**config.mk**
```make
export PLATFORM = sky130hd
export DESIGN_NAME = takeover_safety_monitor_top
export DESIGN_NICKNAME = d
export VERILOG_FILES = /design/src/tsm_pkg.sv /design/src/tsm_cfg_regs.sv /design/src/tsm_core.sv /design/src/takeover_safety_monitor_top.sv
export SDC_FILE = /design/constraint.sdc
export NUM_CORES = 1
export LEC_CHECK = 0
export BUFFER_PORTS_ARGS = -buffer_cell sky130_fd_sc_hd__buf_2
export CAP_MARGIN = 20
export CORE_ASPECT_RATIO = 1.2
export CORE_MARGIN = 2
export CORE_UTILIZATION = 45
export CTS_CLUSTER_SIZE = 20
export DETAILED_ROUTE_END_ITERATION = 10
export PLACE_DENSITY = 0.68
export SKIP_CTS_REPAIR_TIMING = 1
export SLEW_MARGIN = 20
export SYNTH_ARGS = -nofsm -noshare
export SYNTH_HDL_FRONTEND = slang
export SYNTH_SLANG_ARGS = --single-unit
```
**constraint.sdc**
```tcl
create_clock -name clk_i -period 9.8 [get_ports clk_i]
set_input_delay 0.98 -clock clk_i [delete_from_list [all_inputs] [get_ports clk_i]]
set_output_delay 0.98 -clock clk_i [all_outputs]
set_load 0.005 [all_outputs]
```
**src/tsm_pkg.sv**
```systemverilog
// Package for the takeover safety monitor: word and config types,
// register indexes, mode codes, fault bits and decel constants. No dependencies.
package tsm_pkg;

  // APB register map
  localparam int unsigned AddrW = 4;
  localparam int unsigned DataW = 32;

  localparam logic [1:0] REG_FRAME_TIMEOUT = 2'd0;
  localparam logic [1:0] REG_OVERRUN_LIMIT = 2'd1;
  localparam logic [1:0] REG_LOAD_LIMIT    = 2'd2;
  localparam logic [1:0] REG_ERROR_MASK    = 2'd3;

  // Mode codes as seen on the result word
  localparam logic [2:0] MODE_NORMAL   = 3'd0;
  localparam logic [2:0] MODE_DEGRADED = 3'd1;
  localparam logic [2:0] MODE_CSTOP    = 3'd2;
  localparam logic [2:0] MODE_TAKEOVER = 3'd3;
  localparam logic [2:0] MODE_SAFE     = 3'd4;

  // Fault bit positions
  localparam int unsigned FLT_TIMEOUT = 0;
  localparam int unsigned FLT_STALL   = 1;
  localparam int unsigned FLT_OVERRUN = 2;
  localparam int unsigned FLT_CPU     = 3;
  localparam int unsigned FLT_PRIMARY = 4;

  localparam logic [1:0] STALL_MAX = 2'd3;
  localparam logic signed [15:0] STOP_SPEED = 16'sd100;

  // Decel commands in mm/s^2
  localparam logic signed [11:0] DECEL_NONE     = 12'sd0;
  localparam logic signed [11:0] DECEL_CSTOP    = -12'sd1200;
  localparam logic signed [11:0] DECEL_TAKEOVER = -12'sd2000;
  localparam logic signed [11:0] DECEL_SAFE     = -12'sd500;

  localparam logic ACT_FRAME = 1'b0;

  typedef struct packed {
    logic [31:0] frame_timeout;
    logic [31:0] overrun_limit;
    logic [15:0] load_limit;
    logic [15:0] error_mask;
  } cfg_t;

  typedef struct packed {
    logic               action;
    logic [31:0]        now_time;
    logic [31:0]        frame_seq;
    logic [31:0]        overrun_count;
    logic [15:0]        cpu_load;
    logic [15:0]        error_bits;
    logic signed [15:0] speed;
  } item_t;

  typedef struct packed {
    logic [2:0]         mode;
    logic [4:0]         faults;
    logic               authority;
    logic signed [11:0] decel;
  } result_t;

endpackage

```
**src/tsm_cfg_regs.sv**
```systemverilog
// APB configuration registers of the takeover safety monitor.
// Depends on tsm_pkg.
module tsm_cfg_regs (
  input  logic                      clk_i,
  input  logic                      rst_ni,
  input  logic                      psel,
  input  logic                      penable,
  input  logic                      pwrite,
  input  logic [tsm_pkg::AddrW-1:0] paddr,
  input  logic [tsm_pkg::DataW-1:0] pwdata,
  output logic [tsm_pkg::DataW-1:0] prdata,
  output logic                      pready,
  output tsm_pkg::cfg_t             cfg_o
);
  import tsm_pkg::*;

  cfg_t       cfg_q;
  logic       wr_en;
  logic [1:0] reg_idx;

  assign pready  = 1'b1;
  assign reg_idx = paddr[AddrW-1:2];
  assign wr_en   = psel && penable && pwrite;
  assign cfg_o   = cfg_q;

  // register write, reset to documented defaults
  always_ff @(posedge clk_i or negedge rst_ni) begin
    if (!rst_ni) begin
      cfg_q.frame_timeout <= 32'd100;
      cfg_q.overrun_limit <= 32'd0;
      cfg_q.load_limit    <= 16'd1000;
      cfg_q.error_mask    <= 16'd3;
    end else if (wr_en) begin
      case (reg_idx)
        REG_FRAME_TIMEOUT: cfg_q.frame_timeout <= pwdata;
        REG_OVERRUN_LIMIT: cfg_q.overrun_limit <= pwdata;
        REG_LOAD_LIMIT:    cfg_q.load_limit    <= pwdata[15:0];
        REG_ERROR_MASK:    cfg_q.error_mask    <= pwdata[15:0];
        default: ;
      endcase
    end
  end

  // read mux
  always_comb begin
    case (reg_idx)
      REG_FRAME_TIMEOUT: prdata = cfg_q.frame_timeout;
      REG_OVERRUN_LIMIT: prdata = cfg_q.overrun_limit;
      REG_LOAD_LIMIT:    prdata = {16'd0, cfg_q.load_limit};
      REG_ERROR_MASK:    prdata = {16'd0, cfg_q.error_mask};
      default:           prdata = '0;
    endcase
  end

endmodule

```
**src/tsm_core.sv**
```systemverilog
// Monitor state and next-state logic: sequence stall check, fault latch,
// frame timeout and the mode machine. Depends on tsm_pkg.
module tsm_core (
  input  logic             clk_i,
  input  logic             rst_ni,
  input  logic             step_i,
  input  tsm_pkg::item_t   item_i,
  input  tsm_pkg::cfg_t    cfg_i,
  output tsm_pkg::result_t res_o
);
  import tsm_pkg::*;

  typedef enum logic [2:0] {
    ST_NORMAL   = MODE_NORMAL,
    ST_DEGRADED = MODE_DEGRADED,
    ST_CSTOP    = MODE_CSTOP,
    ST_TAKEOVER = MODE_TAKEOVER,
    ST_SAFE     = MODE_SAFE
  } mode_e;

  mode_e       mode_q, mode_d;
  logic [31:0] prev_seq_q, prev_seq_d;
  logic [31:0] last_time_q, last_time_d;
  logic [1:0]  stall_q, stall_d, stall_inc;
  logic [4:0]  fault_q, fault_d;
  logic        is_frame, seq_stalled, lost, slow;
  logic [31:0] elapsed;

  assign is_frame    = (item_i.action == ACT_FRAME);
  assign seq_stalled = (item_i.frame_seq <= prev_seq_q) && (prev_seq_q != 32'd0);
  assign stall_inc   = (stall_q < STALL_MAX) ? stall_q + 2'd1 : STALL_MAX;
  assign elapsed     = item_i.now_time - last_time_q;
  assign lost        = elapsed > cfg_i.frame_timeout;
  assign slow        = item_i.speed < STOP_SPEED;

  // frame bookkeeping and fault latch
  always_comb begin
    prev_seq_d  = prev_seq_q;
    last_time_d = last_time_q;
    stall_d     = stall_q;
    fault_d     = fault_q;
    if (is_frame) begin
      last_time_d = item_i.now_time;
      prev_seq_d  = item_i.frame_seq;
      if (seq_stalled) begin
        stall_d = stall_inc;
        if (stall_inc == STALL_MAX) fault_d[FLT_STALL] = 1'b1;
      end else begin
        stall_d = 2'd0;
      end
      if (item_i.overrun_count > cfg_i.overrun_limit) fault_d[FLT_OVERRUN] = 1'b1;
      if (item_i.cpu_load > cfg_i.load_limit) fault_d[FLT_CPU] = 1'b1;
      if ((item_i.error_bits & cfg_i.error_mask) != 16'd0) fault_d[FLT_PRIMARY] = 1'b1;
    end else if (lost) begin
      fault_d[FLT_TIMEOUT] = 1'b1;
    end
  end

  // mode machine, moves on ticks only
  always_comb begin
    mode_d = mode_q;
    if (!is_frame) begin
      case (mode_q)
        ST_NORMAL: begin
          if (fault_d[FLT_TIMEOUT] || fault_d[FLT_STALL]) mode_d = ST_TAKEOVER;
          else if (fault_d != 5'd0) mode_d = ST_DEGRADED;
        end
        ST_DEGRADED: begin
          if (fault_d[FLT_TIMEOUT] || fault_d[FLT_STALL]) mode_d = ST_TAKEOVER;
          else if (fault_d[FLT_OVERRUN] || fault_d[FLT_PRIMARY]) mode_d = ST_CSTOP;
        end
        ST_CSTOP: begin
          if (slow) mode_d = ST_SAFE;
          else if (lost) mode_d = ST_TAKEOVER;
        end
        ST_TAKEOVER: begin
          if (slow) mode_d = ST_SAFE;
        end
        default: mode_d = mode_q;
      endcase
    end
  end

  // result word for this item
  always_comb begin
    res_o.mode      = mode_d;
    res_o.faults    = fault_d;
    res_o.authority = (mode_d == ST_TAKEOVER) || (mode_d == ST_SAFE);
    case (mode_d)
      ST_CSTOP:    res_o.decel = DECEL_CSTOP;
      ST_TAKEOVER: res_o.decel = DECEL_TAKEOVER;
      ST_SAFE:     res_o.decel = DECEL_SAFE;
      default:     res_o.decel = DECEL_NONE;
    endcase
  end

  // state and registered bookkeeping
  always_ff @(posedge clk_i or negedge rst_ni) begin
    if (!rst_ni) begin
      mode_q      <= ST_NORMAL;
      prev_seq_q  <= '0;
      last_time_q <= '0;
      stall_q     <= '0;
      fault_q     <= '0;
    end else if (step_i) begin
      mode_q      <= mode_d;
      prev_seq_q  <= prev_seq_d;
      last_time_q <= last_time_d;
      stall_q     <= stall_d;
      fault_q     <= fault_d;
    end
  end

endmodule

```
**src/takeover_safety_monitor_top.sv**
```systemverilog
// Top level of the takeover safety monitor: input word register, core,
// result register and APB registers. Depends on tsm_pkg, tsm_cfg_regs, tsm_core.
//
//   channel  | handshake                 | payload
//   ---------+---------------------------+------------------------------------------
//   input    | in_valid_i / in_ready_o   | action, now_time, frame_seq, overrun_count,
//            |                           | cpu_load, error_bits, speed
//   result   | out_valid_o / out_ready_i | mode, faults, authority, decel
//   config   | psel/penable/pwrite/pready| paddr, pwdata, prdata
//
// One word per cycle while the result channel is not stalled. A word is held in
// the input register; its result is computed from that register and the monitor
// state and lands in the result register, whose valid flag drives out_valid_o.
// Reset clears the mode, fault latch, sequence and timing state and the config
// registers to their defaults. A stalled result holds the result register; the
// input register keeps taking words while it or the result register can move.
module takeover_safety_monitor_top (
  input  logic                      clk_i,
  input  logic                      rst_ni,
  input  logic                      in_valid_i,
  output logic                      in_ready_o,
  input  logic                      action_i,
  input  logic [31:0]               now_time_i,
  input  logic [31:0]               frame_seq_i,
  input  logic [31:0]               overrun_count_i,
  input  logic [15:0]               cpu_load_i,
  input  logic [15:0]               error_bits_i,
  input  logic signed [15:0]        speed_i,
  output logic                      out_valid_o,
  input  logic                      out_ready_i,
  output logic [2:0]                mode_o,
  output logic [4:0]                faults_o,
  output logic                      authority_o,
  output logic signed [11:0]        decel_o,
  input  logic                      psel,
  input  logic                      penable,
  input  logic                      pwrite,
  input  logic [tsm_pkg::AddrW-1:0] paddr,
  input  logic [tsm_pkg::DataW-1:0] pwdata,
  output logic [tsm_pkg::DataW-1:0] prdata,
  output logic                      pready
);
  import tsm_pkg::*;

  cfg_t    cfg;
  item_t   item_q;
  result_t res_d, res_q;
  logic    item_vld_q, item_vld_d;
  logic    out_vld_q, out_vld_d;
  logic    out_free, step, in_take;

  tsm_cfg_regs u_cfg (
    .clk_i   (clk_i),
    .rst_ni  (rst_ni),
    .psel    (psel),
    .penable (penable),
    .pwrite  (pwrite),
    .paddr   (paddr),
    .pwdata  (pwdata),
    .prdata  (prdata),
    .pready  (pready),
    .cfg_o   (cfg)
  );

  // handshake control
  assign out_free   = !out_vld_q || out_ready_i;
  assign step       = item_vld_q && out_free;
  assign in_ready_o = !item_vld_q || out_free;
  assign in_take    = in_valid_i && in_ready_o;
  assign item_vld_d = in_take || (item_vld_q && !out_free);
  assign out_vld_d  = step || (out_vld_q && !out_ready_i);

  tsm_core u_core (
    .clk_i  (clk_i),
    .rst_ni (rst_ni),
    .step_i (step),
    .item_i (item_q),
    .cfg_i  (cfg),
    .res_o  (res_d)
  );

  // valid flags
  always_ff @(posedge clk_i or negedge rst_ni) begin
    if (!rst_ni) begin
      item_vld_q <= 1'b0;
      out_vld_q  <= 1'b0;
    end else begin
      item_vld_q <= item_vld_d;
      out_vld_q  <= out_vld_d;
    end
  end

  // payload registers
  always_ff @(posedge clk_i) begin
    if (in_take) begin
      item_q.action        <= action_i;
      item_q.now_time      <= now_time_i;
      item_q.frame_seq     <= frame_seq_i;
      item_q.overrun_count <= overrun_count_i;
      item_q.cpu_load      <= cpu_load_i;
      item_q.error_bits    <= error_bits_i;
      item_q.speed         <= speed_i;
    end
    if (step) res_q <= res_d;
  end

  assign out_valid_o = out_vld_q;
  assign mode_o      = res_q.mode;
  assign faults_o    = res_q.faults;
  assign authority_o = res_q.authority;
  assign decel_o     = res_q.decel;

  // safe stop is latched until reset
  a_safe_latched: assert property (@(posedge clk_i) disable iff (!rst_ni)
    (out_vld_q && res_q.mode == MODE_SAFE) |=> (res_q.mode == MODE_SAFE))
    else $error("safe stop left without reset");

  // faults never clear once shown
  a_faults_sticky: assert property (@(posedge clk_i) disable iff (!rst_ni)
    out_vld_q |=> ((res_q.faults & $past(res_q.faults)) == $past(res_q.faults)))
    else $error("latched fault cleared");

  // a stalled result register must not be overwritten
  a_no_overwrite: assert property (@(posedge clk_i) disable iff (!rst_ni)
    (out_vld_q && !out_ready_i) |-> !step)
    else $error("result overwritten while stalled");

  // no authority without a commanded decel
  a_auth_decel: assert property (@(posedge clk_i) disable iff (!rst_ni)
    (out_vld_q && res_q.authority) |-> (res_q.decel != DECEL_NONE))
    else $error("authority without decel command");

endmodule

```
==> impl_metrics.csv, run 1 <==
group,metric,value,unit
outcome,status,"complete, no violations",
layout,syn_to_final_growth,17.9,%
yosys,syn_avg_cell_area,11.4,µm²
clocking,clockBufferDepth,3,
yosys,yosysUniqueCellTypes,68,
yosys,netlist_instances,1441,
yosys,synthTopCellsByArea,"edfxtp_1, dfrtp_1, ha_1, o21ai_0, inv_1",
floorplanning,row_count,76,
sta,fmax,159,MHz
sta,final.period_utilization,0.640,
floorplanning,core_area,35900,µm²
run,timing.max_cap.violations,0,
route,wl_per_cell,17.5,µm
power_and_ir_drop,leakagePower,8.63,nW
route,firstDrtPassIters,5,
route,wl,38200,µm
sta,period_needed,6.28,ns
sta,setup_viol,0,
hold_path,hold_path_depth,1,
critical_path,end_kind,"register",
sta,drv_slew,0,
layout,drive_above_1_share,0.231,
sta,clock_skew,0.0149,ns
layout,fin_nets,2009,
route,vias,11584,
place,hpwlAfterDp,28200,µm
yosys,synthArstFlopShare,0.521,
critical_path,path_class,"reg -> reg",
clocking,cts_tree,"yes",
place,port_buffers,235,
sta,hold_viol,0,
clocking,clk_pin_slew,0.06,ns
grt,grt_pass1_wl,59700,µm
route,drc,0,
critical_path,cp_max_fo,6,
clocking,cts.sinks,330,
route,vias_per_cell,5.32,
floorplanning,die_h,214,µm
clocking,cts-root-buf,"clkbuf_16",
sta,worst_pin_slew,1.01,ns
yosys,yosysSeqAreaShare,0.550,
layout,final_cells,2177,
hold_path,hold_path.class,"reg -> reg",
yosys,synthTopCellsByCount,"dfrtp_1, inv_1, edfxtp_1",
yosys,ys_warn_count,0,
grt,grt_max_degree,127,
yosys,synth.largest_area_cell,"edfxtp_1",
sta,rsz0062_at_grt,"no",
floorplanning,ios,244,
floorplanning,start_util,0.458,
grt,grt-ovfl-total,0,
yosys,synth_edf_count,158,
place,placedCellCount,2105,
clocking,htreeDepth,2,
route,ant_nets,0,
power_and_ir_drop,ir_drop,0.000159,V
yosys,synth_top_area_frac,0.288,
sta,slew_headroom,0.329,
clocking,clock_latency,0.54,ns
yosys,synth-seq-cells,330,
clocking,cts-buffers-inserted,37,
yosys,synth_area,16500,µm²
sta,finalSetupTns,0,ns
critical_path,reg2reg_depth,25,
critical_path,worst_ep_arrival_time,6.54,ns
critical_path,crit_required,10.07,ns
grt,grt_pass1_vias,11626,
yosys,ys.flop_type,"dfrtp_1",
route,dr.first_iter.drc_count,518,
floorplanning,fp.dieW,179,µm
layout,nFillCells,3104,
grt,grt_use_total,0.202,
place,gp_congestion,0.891,
floorplanning,die_area,38100,µm²
power_and_ir_drop,p_per_area,229,nW/µm²
grt,antenna_found_initial,16,
yosys,synth.most_common_cell,"dfrtp_1",
critical_path,cp-start-kind,"register",
[kinds of logic (layout without fill, tap and decap cells)]
family,Yosys count,count (layout),share of synthesized area
flip-flops,330,330,0.550
AND/OR/NAND/NOR,327,327,0.0906
AO/OA/AOI/OAI,319,319,0.118
buffers and inverters,208,470,0.0490
adder cells (fa/ha/maj),144,144,0.110
multiplexers,85,85,0.0679
XOR/XNOR,26,26,0.0138
other,2,8,0.000456
[registers in the layout, indices dropped and copies added, names as in the netlist]
register,cells
u_core.last_time_q,32
u_cfg.cfg_o,96
item_q,143
authority_o,1
u_core.prev_seq_q,32
u_core.stall_q,2
item_vld_q,1
decel_o,6
u_core.mode_q,3
mode_o,3
u_core.fault_q,5
faults_o,5
out_valid_o,1
[power by group]
part	switching [mW]	leakage [nW]	internal (mW)
Combinational	0.651	4.42	0.520
Clock	0.566	0.618	0.880
Sequential	0.132	3.59	1.70
Total	1.35	8.63	3.10
[layer usage]
metal  share of wire  routed length (µm)  GRT usage  vias up
met3           0.063                2420     0.0500      101
met5          0.0036                 139          0        -
met4           0.037                1400     0.0805       24
met2            0.48               18500      0.345      306
met1            0.41               15700      0.246     5535
li1                -                   -          -     5618
[path summary, 6_finish.rpt]
kind | endpoint | slack (ns) | startpoint
setup / recovery | authority_o$_DFFE_PP_ | 3.52 | item_q[112]$_DFFE_PP_
hold / removal | u_core.fault_q[1]$_DFFE_PN0P_ | 0.47 | u_core.fault_q[1]$_DFFE_PN0P_
setup reg to reg | authority_o$_DFFE_PP_ | 3.52 | item_q[112]$_DFFE_PP_
hold reg to reg | u_core.fault_q[1]$_DFFE_PN0P_ | 0.47 | u_core.fault_q[1]$_DFFE_PN0P_
max in group asynchronous | u_cfg.cfg_o[62]$_DFFE_PN0P_ | 8.01 | rst_ni
min in group asynchronous | u_core.prev_seq_q[27]$_DFFE_PN0P_ | 0.51 | rst_ni
[critical path, stage by stage, from the launching register on]
cell and delay (ns):
edfxtp_1 0.35, inv_1 0.08, ha_1 0.16, inv_1 0.05, fa_1 0.40, a21oi_1 0.21, o22ai_1 0.19, a221oi_1 0.35
nor3_1 0.15, o2111ai_1 0.32, a31oi_1 0.13, a21oi_1 0.19, o21ai_0 0.19, a311oi_1 0.33, xnor2_1 0.12, ha_1 0.32
nand4_1 0.17, nor4_1 0.56, nand2_1 0.13, a21oi_1 0.28, nor3_1 0.17, o31ai_1 0.39, nand2b_1 0.24, o21ai_1 0.09
a21oi_2 0.31, mux2i_1 0.12
[cell usage in the layout, fill, tap and decap left out, types with 22 or more instances in the layout]
master	Yosys	layout
inv_1	160	160
a21oi_1	62	62
clkbuf_16	0	37
dfrtp_1	161	161
nand4_1	27	27
buf_2	0	234
a21o_1	22	22
edfxtp_1	158	158
mux2_2	50	50
nor2_1	74	74
o21ai_0	138	138
ha_1	143	143
nand2_1	141	140
[metrics by stage]
step	cell area (µm²)	total power, mW	setup slack, ns	hold WS (ns)	util
after detailed placement	18100	3.03	3.47	0.456	0.504
final	19400	4.45	3.52	0.473	0.540
after global placement	18100	2.98	3.60	0.453	0.504
after global routing	19400	4.73	2.96	0.484	0.540
after floorplan	16500	2.65	4.81	0.437	-
after CTS	19400	4.49	3.45	0.472	0.539
[layout make-up]
type | count | area [µm²] | share of cell area
repair buffers | 243 | 1260 | 0.0648
inverters | 160 | 601 | 0.0309
clock buffers | 44 | 982 | 0.0506
clock inverters | 23 | 288 | 0.0148
flip-flops and latches | 330 | 9060 | 0.467
diodes | 4 | 10.0 | 0.000516
well taps | 468 | 586 | 0.0302
multi-input cells | 905 | 6630 | 0.341
(Power assumes the default switching activity.)
==> inputs of run 2 (changes only) <==
--- a/config.mk
+++ b/config.mk
@@ -12,7 +12,7 @@
 export CORE_UTILIZATION = 45
 export CTS_CLUSTER_SIZE = 20
 export DETAILED_ROUTE_END_ITERATION = 10
-export PLACE_DENSITY = 0.68
+export PLACE_DENSITY = 0.71
 export SKIP_CTS_REPAIR_TIMING = 1
 export SLEW_MARGIN = 20
 export SYNTH_ARGS = -nofsm -noshare
==> constraint.sdc (replaced) <==
create_clock -name clk_i -period 5.2 [get_ports clk_i]
set_input_delay 0.52 -clock clk_i [delete_from_list [all_inputs] [get_ports clk_i]]
set_output_delay 0.52 -clock clk_i [all_outputs]
set_load 0.005 [all_outputs]
==> impl_metrics.csv, run 2 (synthesis gave the netlist of run 1 again) <==
group,metric,value,unit
route,drc,0,
critical_path,r2r_start,"item_q[112]$_DFFE_PP_",
clocking,cts_tree,"yes",
sta,period_needed,5.14,ns
route,met2_length,19500,µm
route,met3WireLength,2480,µm
layout,largest_reg_flops,143,
place,port_buffers,235,
clocking,cts-root-buf,"clkbuf_16",
layout,fin_nets,2031,
critical_path,reg2reg_depth,26,
critical_path,cp_max_fo,6,
layout,drive_above_1_share,0.256,
floorplanning,core_area,35900,µm²
floorplanning,ios,244,
critical_path,crit_required,5.49,ns
floorplanning,row_count,76,
grt,grt_pass1_wl,62500,µm
sta,fmax,195,MHz
grt,grt-ovfl-total,0,
layout,final_cell_mix,"buf_2, dfrtp_1, inv_1, edfxtp_1, ha_1",
sta,final.period_utilization,0.988,
critical_path,rr_endpoint,"authority_o$_DFFE_PP_",
route,ant_nets,0,
layout,syn_to_final_growth,19.6,%
floorplanning,die_h,214,µm
power_and_ir_drop,p_per_area,431,nW/µm²
route,top_layer,"met5",
sta,clock_skew,0.0185,ns
critical_path,worst_ep_arrival_time,5.43,ns
power_and_ir_drop,power.total,8.50,mW
critical_path,end_kind,"register",
critical_path,cpMaxStageDelayCell,"edfxtp_1",
sta,rsz0062_at_grt,"yes",
power_and_ir_drop,ir_drop,0.000302,V
place,gp_congestion,0.897,
critical_path,crit_path_start,"item_q[112]$_DFFE_PP_",
route,wl,39400,µm
route,vias,11789,
sta,worst_pin_slew,0.986,ns
clocking,htreeDepth,2,
route,vias_per_cell,5.36,
run,timing.max_cap.violations,0,
layout,top_register,"item_q",
hold_path,hold_path.class,"in -> async",
floorplanning,start_util,0.458,
sta,holdWs,0.0466,ns
place,hpwlAfterDp,29000,µm
clocking,cts.sinks,330,
layout,design_area,19700,µm²
clocking,clockBufferDepth,3,
route,wl_met1,15700,µm
sta,setup_ws,0.0599,ns
critical_path,cp-start-kind,"register",
route,firstDrtPassIters,5,
sta,slew_headroom,0.341,
grt,grt_use_total,0.210,
critical_path,r2r_slack,0.06,ns
route,wl_per_cell,17.9,µm
sta,hold_viol,0,
critical_path,crit_path_max_incr_delay,0.38,ns
clocking,clock_latency,0.55,ns
layout,multi_input_area,6770,µm²
layout,regArea,9060,µm²
grt,grt_pass1_vias,12353,
floorplanning,die_area,38100,µm²
clocking,cts-buffers-inserted,36,
floorplanning,fp.dieW,179,µm
power_and_ir_drop,leakagePower,8.74,nW
route,dr.first_iter.drc_count,657,
clocking,clk_pin_slew,0.06,ns
place,dpl_worst_slack,-0.493,ns
critical_path,cpMostUsedCell,"buf_4",
place,placed_cell_area,18300,µm²
critical_path,endpoint,"authority_o$_DFFE_PP_",
outcome,status,"complete, no violations",
layout,nFillCells,3063,
sta,setup_viol,0,
layout,final_common_cell,"buf_2",
sta,drv_slew,0,
grt,antenna_found_initial,11,
critical_path,path_class,"reg -> reg",
grt,grt_max_degree,130,
layout,fin_util,0.548,
[run 2: power by group]
part           leakage [nW]  switching (mW)  total, mW  internal, mW
clock network         0.586            1.05       2.60          1.55
logic                  4.56            1.34       2.43          1.10
registers              3.59           0.254       3.46          3.21
total                  8.74            2.64       8.50          5.85
[run 2: cell type report]
cell class / count / share of cell area
Tap cell: 468 / 0.0297
Clock inverter: 14 / 0.00750
Inverter: 160 / 0.0305
Antenna cell: 5 / 0.000635
Clock buffer: 52 / 0.0546
Multi-Input combinational cell: 905 / 0.344
Sequential cell: 330 / 0.460
Timing Repair Buffer: 266 / 0.0731
[run 2: worst min path at each step]
stage | cells past startpoint | slack [ns] | startpoint | endpoint
floorplan | 0 | 0.22 | rst_ni | item_vld_q$_DFF_PN0_
global placement | 1 | 0.45 | u_core.fault_q[4]$_DFFE_PN0P_ | u_core.fault_q[4]$_DFFE_PN0P_
detailed placement | 1 | 0.46 | u_core.fault_q[1]$_DFFE_PN0P_ | u_core.fault_q[1]$_DFFE_PN0P_
CTS | 1 | 0.08 | rst_ni | u_core.prev_seq_q[27]$_DFFE_PN0P_
global route | 1 | 0.1 | rst_ni | u_core.prev_seq_q[27]$_DFFE_PN0P_
finish | 1 | 0.05 | rst_ni | u_core.prev_seq_q[27]$_DFFE_PN0P_
[run 2: per-stage QoR]
stage	TNS (ns)	std cells
4_1_cts	-3.56	2189
2_1_floorplan	0	1443
3_3_place_gp	-1.30	2123
5_1_grt	-1.13	2195
3_5_place_dp	-3.49	2123
6_report	0	2200
[run 2: worst max-delay path, delay by kind of cell, from the launching register on]
kind / cells / cell delay [ns]
and+or+nand+nor: 4 / 0.52
xor gates and xnor gates: 1 / 0.11
adders and majority gates: 3 / 0.83
DFF: 1 / 0.38
AOI/OAI and AO/OA: 12 / 2.35
muxes: 1 / 0.10
buffers and inverters: 5 / 0.58
[run 2: routing by layer]
metal / global-route usage / vias up
met1: 0.249 / 5673
met4: 0.0911 / 14
met5: 0 / -
met2: 0.363 / 322
li1: - / 5671
met3: 0.0520 / 109
